`src/rtl/cbmm_pkg.sv`:
```
// Shared types, codes and defaults for the CPU bus memory map.
package cbmm_pkg;

   // Default sizes of the work RAM and of one program ROM bank.
   localparam int RAM_BYTES_DEFAULT  = 2048;
   localparam int BANK_BYTES_DEFAULT = 16384;

   // Transaction kinds.
   localparam logic [2:0] KIND_READ_BYTE   = 3'd0;
   localparam logic [2:0] KIND_WRITE_BYTE  = 3'd1;
   localparam logic [2:0] KIND_READ_SHORT  = 3'd2;
   localparam logic [2:0] KIND_WRITE_SHORT = 3'd3;
   localparam logic [2:0] KIND_LOAD_ROM    = 3'd4;

   // Result status codes.
   localparam logic [1:0] STATUS_OK        = 2'd0;
   localparam logic [1:0] STATUS_PPU       = 2'd1;
   localparam logic [1:0] STATUS_ROM_WRITE = 2'd2;
   localparam logic [1:0] STATUS_UNMAPPED  = 2'd3;

   // Bank count register.
   localparam logic [1:0] BANKS_RESET = 2'd2;
   localparam logic [1:0] BANKS_ONE   = 2'd1;

   // Upper three address bits of the RAM and PPU windows.
   localparam logic [2:0] WINDOW_RAM = 3'b000;
   localparam logic [2:0] WINDOW_PPU = 3'b001;

   // Commands from the controller to the datapath.
   typedef struct packed {
      logic clear;   // write zero to the RAM entry under the clear counter
      logic first;   // transaction accepted, first byte access
      logic second;  // second byte access of a short transaction
      logic finish;  // load the result register
   } cbmm_cmd_type;

   // Status from the datapath to the controller.
   typedef struct packed {
      logic clear_last;    // clear counter at the last RAM entry
      logic needs_second;  // offered transaction needs a second byte access
      logic out_busy;      // result register holds a transaction not yet taken
   } cbmm_stat_type;

endpackage

```
`src/rtl/cbmm_ctrl.sv`:
```
// Controller state machine of the CPU bus memory map.
module cbmm_ctrl (
   input  logic                    clock,
   input  logic                    reset,
   input  logic                    req_valid,
   output logic                    req_stall,
   input  cbmm_pkg::cbmm_stat_type stat,
   output cbmm_pkg::cbmm_cmd_type  cmd
);

   typedef enum logic [3:0] {
      ST_CLEAR  = 4'b0001,
      ST_IDLE   = 4'b0010,
      ST_SECOND = 4'b0100,
      ST_FINISH = 4'b1000
   } state_type;

   state_type state_ff;
   state_type state_in;

   // Next state and commands.
   always_comb begin
      state_in   = state_ff;
      cmd.clear  = 1'b0;
      cmd.first  = 1'b0;
      cmd.second = 1'b0;
      cmd.finish = 1'b0;
      unique case (state_ff)
         ST_CLEAR: begin
            cmd.clear = 1'b1;
            if (stat.clear_last) begin
               state_in = ST_IDLE;
            end
         end
         ST_IDLE: begin
            if (req_valid) begin
               cmd.first = 1'b1;
               state_in  = stat.needs_second ? ST_SECOND : ST_FINISH;
            end
         end
         ST_SECOND: begin
            cmd.second = 1'b1;
            state_in   = ST_FINISH;
         end
         ST_FINISH: begin
            if (!stat.out_busy) begin
               cmd.finish = 1'b1;
               state_in   = ST_IDLE;
            end
         end
         default: begin
            state_in = ST_CLEAR;
         end
      endcase
   end

   // Transactions are taken only between items.
   assign req_stall = (state_ff != ST_IDLE);

   // State register; reset starts the RAM clearing pass.
   always_ff @(posedge clock) begin
      if (reset) begin
         state_ff <= ST_CLEAR;
      end else begin
         state_ff <= state_in;
      end
   end

   // A result is never written over one that still waits.
   a_finish_free: assert property (@(posedge clock) disable iff (reset)
      cmd.finish |-> !stat.out_busy)
      else $error("result register loaded while busy");

   // A short transaction goes on to its second byte access.
   a_short_second: assert property (@(posedge clock) disable iff (reset)
      (cmd.first && stat.needs_second) |=> (state_ff == ST_SECOND))
      else $error("short transaction skipped its second access");

   // The second access is always followed by the finish step.
   a_second_finish: assert property (@(posedge clock) disable iff (reset)
      (state_ff == ST_SECOND) |=> (state_ff == ST_FINISH))
      else $error("second access not followed by finish");

   // No transaction is accepted while the RAM is being cleared.
   a_clear_no_accept: assert property (@(posedge clock) disable iff (reset)
      cmd.clear |-> (!cmd.first && req_stall))
      else $error("transaction accepted during clearing");

endmodule

```
`config.mk`:
```
export PLATFORM = sky130hd
export DESIGN_NAME = cbmm_ctrl
export DESIGN_NICKNAME = d
export VERILOG_FILES = /design/src/rtl/cbmm_pkg.sv /design/src/rtl/cbmm_ctrl.sv
export SDC_FILE = /design/constraint.sdc
export NUM_CORES = 1
export LEC_CHECK = 0
export CORE_AREA = 10 10 47 49
export CTS_CLUSTER_DIAMETER = 50
export CTS_CLUSTER_SIZE = 40
export DETAILED_ROUTE_END_ITERATION = 12
export DIE_AREA = 0 0 57 59
export DONT_BUFFER_PORTS = 1
export PLACE_DENSITY = 0.33
export SETUP_SLACK_MARGIN = 0.02
export SYNTH_ARGS = -nofsm -noshare
export SYNTH_HDL_FRONTEND = slang
export SYNTH_SLANG_ARGS = --single-unit
```
`constraint.sdc`:
```
create_clock -name clock -period 1.6 [get_ports clock]
set_input_delay 0.32 -clock clock [delete_from_list [all_inputs] [get_ports clock]]
set_output_delay 0.32 -clock clock [all_outputs]
set_load 0.01 [all_outputs]
```
==> results.py, run 1 <==
metrics = {
    "cts": {
        "post-cts-setup-buffers": 0,
        "clock-root-buffer": "clkbuf_4",
        "cts_tree": "yes",
        "clock_latency_ns": 0.23,
        "post_cts_resized": 2,
        "cts_sinks": 4,
        "cts.clk_slew.worst_paths_ns": 0.04,
        "cts_made_buffers": 3,
        "clockBufferDepth": 2,
        "holdBufCountCts": 0,
        "htreeDepth": 1,
    },
    "timing": {
        "period_needed_ns": 1.52,
        "tightestPinTransition_ns": 0.305,
        "rsz0062_at_grt": "false",
        "slew_headroom_pct": 79.4,
        "slew_viol_final": 0,
        "finalSetupTns_ns": 0,
        "final.setup.worst_slack_ns": 0.0847,
        "period_share_pct": 94.7,
        "finalHoldViolCount": 0,
        "fmax_mhz": 660,
        "setup_viol": 0,
        "worst_clock_skew_ns": 0.00548,
        "holdWs_ns": 0.161,
    },
    "synthesis": {
        "syn_nets": 37,
        "synth_largest_area_cell": "dfxtp_1",
        "syn_area_per_cell_um2": 8.27,
        "synth_top_area_share_pct": 31.2,
        "synth_cell_type_count": 21,
        "synthesis.area_um2": 256,
        "ys_seq_elements": 4,
        "seq_area_frac_synth_pct": 31.2,
        "yosys-top-cells-area": "dfxtp_1 (31%), nor2_1 (10%), and3b_1 (6.8%)",
        "synthCells": 31,
        "yosys_warnings": 0,
    },
    "worst_hold_path": {
        "min_path_type": "in -> reg",
    },
    "die": {
        "boundaryPins": 11,
        "rows": 14,
        "dieArea_um2": 3360,
        "die_x_um": 57,
        "start_util_pct": 18.3,
        "coreArea_um2": 1400,
        "dieHeight_um": 59,
    },
    "layout": {
        "largest_register_ffs": 4,
        "registers.top_by_ff_count": "state_ff",
        "fin_util_pct": 22.0,
        "drive_gt1_share_pct": 29.4,
        "antenna_cells": 0,
        "design_area_um2": 308,
        "nNetsFinal": 42,
        "area_delta_synth_final_pct": 20.0,
        "reg.largest.list": "state_ff x4",
        "final_cells": 50,
    },
    "run_status": {
        "status": "finished clean",
    },
    "setup_path": {
        "crit_family": "simple AND/OR/NAND/NOR gates",
        "crit_slowest_cell": "or3b_1",
        "cp_cell_sequence": "or3b_1 > nor2_2",
        "worstSetupPathType": "reg -> out",
        "critPathArrivalTime_ns": 1.20,
        "worst_setup_path_start_kind": "register",
        "critPathBufInv": 0,
        "critical_path.max_stage_delay_ns": 0.41,
        "required_ns": 1.28,
        "end_kind": "primary output",
        "critPathMaxFanout": 8,
    },
    "place": {
        "gp_congestion": 0.662,
        "numPortBuffers": 0,
        "place_ws_ns": 0.141,
        "place_inst": 47,
        "dp_hpwl_um": 565,
        "dpl_cell_area_um2": 277,
    },
    "pwr": {
        "cellPowerDensity_nw_per_um2": 999,
        "p_leak_nw": 0.115,
        "p_sw_mw": 0.0865,
        "combPwrFrac_pct": 19.4,
        "seqPwrFrac_pct": 40.4,
        "cellInternalPower_mw": 0.221,
        "swShare_pct": 28.1,
        "power_mw": 0.307,
        "ir_drop_mv": 0.451,
        "p_clk_share_pct": 40.2,
    },
    "global_route": {
        "grt-ovfl-total": 0,
        "grt_max_degree": 10,
        "antenna_found_initial": 0,
        "grt_pass1_vias": 257,
        "gr-usage-all-layers_pct": 4.36,
        "grt_first_pass_wirelength_um": 1150,
    },
    "drt": {
        "drtIter0Drc": 2,
        "routedWlPerCell_um": 13.8,
        "via_per_inst": 4.92,
        "drtAntennaViolNets": 0,
        "drt_wl_total_um": 692,
        "vias": 246,
        "first_pass_iters": 3,
        "drc_errors": 0,
    },
    "job": {
        "maxCapViolCount": 0,
    },
}
layout make-up:
class,instances,area [µm²]
fill,164,1090
multi-input combinational,26,180
sequential,4,81.3
clock buffer,3,22.5
tap,16,20.0
inverter,1,3.75
cell families after synthesis:
logic type             count (synthesis)  synth area share (%)
flip-flops                             4                  31.2
buffers and inverters                  1                  1.46
AO/OA/AOI/OAI                          7                  21.9
AND/OR/NAND/NOR                       19                  45.4
power by group through the flow:
| stage | registers [mW] | clock network, mW | logic, mW |
|---|---|---|---|
| floorplan | 0.120 | 0 | 0.0497 |
| global placement | 0.124 | 0 | 0.0592 |
| detailed placement | 0.124 | 0 | 0.0580 |
| CTS | 0.123 | 0.128 | 0.0603 |
| global route | 0.126 | 0.137 | 0.0667 |
| finish | 0.124 | 0.124 | 0.0597 |
synthesized netlist by cell type:
cell and instances:
a2111oi_2 1, a211oi_1 1, a21boi_1 1, a21o_1 1, a21oi_1 1, and2_1 1
and2b_1 1, and3_1 1, and3b_1 2, dfxtp_1 4, inv_2 1, nand2_1 1
nand3_1 1, nand3b_1 1, nor2_1 7, nor2b_1 1, nor4bb_1 1, o21ai_0 1
o311ai_0 1, or3b_1 1, or4_4 1
layer usage:
layer  GRT usage, %  vias to the layer above  share of wire (%)
li1               -                      121                  -
met1           4.60                      113                 43
met2           5.74                       12                 38
met3           5.36                        0                 18
met4              0                        0                  0
met5              0                        -                  0
worst paths after layout:
kind                                  from                  endpoint  slack (ns)  depth (start not counted)
hold / removal                       reset  state_ff[1]$_SDFFE_PP0P_        0.16                          1
hold reg to reg   state_ff[0]$_SDFFE_PP1P_  state_ff[3]$_SDFFE_PP0P_        0.52                          1
setup reg to reg  state_ff[3]$_SDFFE_PP0P_  state_ff[1]$_SDFFE_PP0P_        0.14                          3
setup / recovery  state_ff[0]$_SDFFE_PP1P_                    cmd[3]        0.08                          2
placed cells by master (no fill, tap or decap), types with 2 or more instances in the layout:
master and n:
and3b_1 2, clkbuf_4 3, dfxtp_1 3, nor2_1 4, nor2_2 3
Note: power is estimated with default switching activity, not from simulation.
==> inputs of run 2 (changes only) <==
Settings changed: CTS_BUF_LIST set to sky130_fd_sc_hd__clkbuf_16.
==> results.py, run 2 (same netlist as run 1, synthesis figures left out) <==
metrics = {
    "layout": {
        "drive_gt1_share_pct": 26.5,
        "layout_commonest_cell": "nor2_1",
        "layout_common_cells": "nor2_1 (5), clkbuf_16 (3), dfxtp_1 (3)",
        "nNetsFinal": 42,
        "largest_register_ffs": 4,
        "antenna_cells": 0,
        "reg.largest.list": "state_ff x4",
        "registers.top_by_ff_count": "state_ff",
        "area_delta_synth_final_pct": 39.5,
    },
    "setup_path": {
        "critPathArrivalTime_ns": 1.18,
        "worst_setup_path_start_kind": "register",
        "crit_slowest_cell": "or3b_1",
        "critPathMaxFanout": 8,
        "ff2ff_path_depth": 3,
        "critical_path.max_stage_delay_ns": 0.41,
        "required_ns": 1.28,
        "worstSetupPathType": "reg -> out",
        "reg2reg_slack_ns": 0.14,
        "end_kind": "primary output",
        "timing.rr.end": "state_ff[1]$_SDFFE_PP0P_",
        "r2r-start": "state_ff[3]$_SDFFE_PP0P_",
        "cp_cell_sequence": "or3b_1 > nor2_2",
        "startpoint": "state_ff[0]$_SDFFE_PP1P_",
    },
    "timing": {
        "setup_viol": 0,
        "holdWs_ns": 0.172,
        "final.setup.worst_slack_ns": 0.104,
        "slew_headroom_pct": 79.9,
        "worst_clock_skew_ns": 0.00275,
        "tightestPinTransition_ns": 0.298,
        "period_share_pct": 93.5,
        "fmax_mhz": 668,
        "finalHoldViolCount": 0,
        "rsz0062_at_grt": "true",
        "slew_viol_final": 0,
        "finalSetupTns_ns": 0,
        "period_needed_ns": 1.50,
    },
    "die": {
        "rows": 14,
        "die_x_um": 57,
        "dieHeight_um": 59,
        "start_util_pct": 18.3,
        "boundaryPins": 11,
        "coreArea_um2": 1400,
        "dieArea_um2": 3360,
    },
    "pwr": {
        "cellPowerDensity_nw_per_um2": 1580,
        "swShare_pct": 19.6,
        "p_leak_nw": 0.138,
        "seqPwrFrac_pct": 21.9,
        "ir_drop_mv": 0.807,
        "p_sw_mw": 0.111,
        "power_mw": 0.567,
        "cellInternalPower_mw": 0.456,
        "p_clk_share_pct": 67.6,
        "combPwrFrac_pct": 10.5,
    },
    "worst_hold_path": {
        "min_path_type": "in -> reg",
        "hold-path-cell-count": 1,
        "min_to": "state_ff[1]$_SDFFE_PP0P_",
        "min_from": "reset",
    },
    "global_route": {
        "antenna_found_initial": 0,
        "grt-ovfl-total": 0,
        "grt_max_degree": 10,
        "gr-usage-all-layers_pct": 4.79,
        "grt_pass1_vias": 265,
        "grt_first_pass_wirelength_um": 1220,
    },
    "place": {
        "gp_congestion": 0.662,
        "dp_hpwl_um": 565,
        "place_ws_ns": 0.141,
        "numPortBuffers": 0,
    },
    "cts": {
        "cts_tree": "yes",
        "cts_sinks": 4,
        "cts_made_buffers": 3,
        "clock-root-buffer": "clkbuf_16",
        "holdBufCountCts": 0,
        "clockBufferDepth": 2,
        "post-cts-setup-buffers": 0,
        "htreeDepth": 1,
        "cts.clk_slew.worst_paths_ns": 0.03,
        "clock_latency_ns": 0.22,
    },
    "job": {
        "maxCapViolCount": 0,
    },
    "drt": {
        "first_pass_iters": 2,
        "drtAntennaViolNets": 0,
        "via_per_inst": 4.92,
        "drt_wl_total_um": 724,
        "routedWlPerCell_um": 14.5,
        "vias": 246,
        "drc_errors": 0,
        "drtIter0Drc": 5,
    },
    "run_status": {
        "status": "finished clean",
    },
}
==> run 2: cell counts in the layout (fill, tap and decap cells not counted) <==
No cell type changed its count.
==> run 2: routing by layer <==
layer | vias to the layer above | track usage (%) | part of all wire [%]
li1 | 120 | - | -
met1 | 115 | 5.08 | 45
met2 | 11 | 6.20 | 40
met3 | 0 | 4.72 | 16
met4 | 0 | 2.01 | 0
met5 | - | 0 | 0
==> run 2: power by group through the flow <==
stage | logic (mW) | clock network, mW | registers, mW
5_1_grt | 0.0664 | 0.403 | 0.126
4_1_cts | 0.0602 | 0.388 | 0.123
6_report | 0.0594 | 0.383 | 0.124
3_3_place_gp | 0.0592 | 0 | 0.124
3_5_place_dp | 0.0580 | 0 | 0.124
2_1_floorplan | 0.0497 | 0 | 0.120
==> run 2: stage by stage <==
stage                     instances  util [%]  cell area (µm²)
final                            50      25.5              358
after global routing             50      25.5              358
after CTS                        50      25.3              354
after detailed placement         47      19.7              277
after global placement           47      19.7              277
after floorplan                  31         -              256
==> run 2: what timing repair did <==
action                     in CTS  in global routing
setup endpoints to repair       1                  2
pin swaps                       0                  0
gates resized for setup         1                  2
hold endpoints to repair        0                  0
==> run 2: how the worst max path moves through the flow <==
| stage | cells after the start | to |
|---|---|---|
| 3_3_place_gp | 3 | state_ff[1]$_SDFFE_PP0P_ |
| 2_1_floorplan | 3 | state_ff[1]$_SDFFE_PP0P_ |
| 6_report | 2 | cmd[3] |
| 3_5_place_dp | 3 | state_ff[1]$_SDFFE_PP0P_ |
| 5_1_grt | 3 | cmd[0] |
| 4_1_cts | 2 | cmd[3] |
==> run 2: final cells by class <==
type / count / area (µm²)
tap: 16 / 20.0
fill: 160 / 1040
inverter: 1 / 3.75
multi-input combinational: 26 / 178
clock buffer: 3 / 75.1
sequential: 4 / 81.3
==> run 2: worst max-delay path: cells and delay by family, from the launching register on <==
family	cells	cell delay (ns)
DFF	1	0.38
and+or+nand+nor	2	0.57
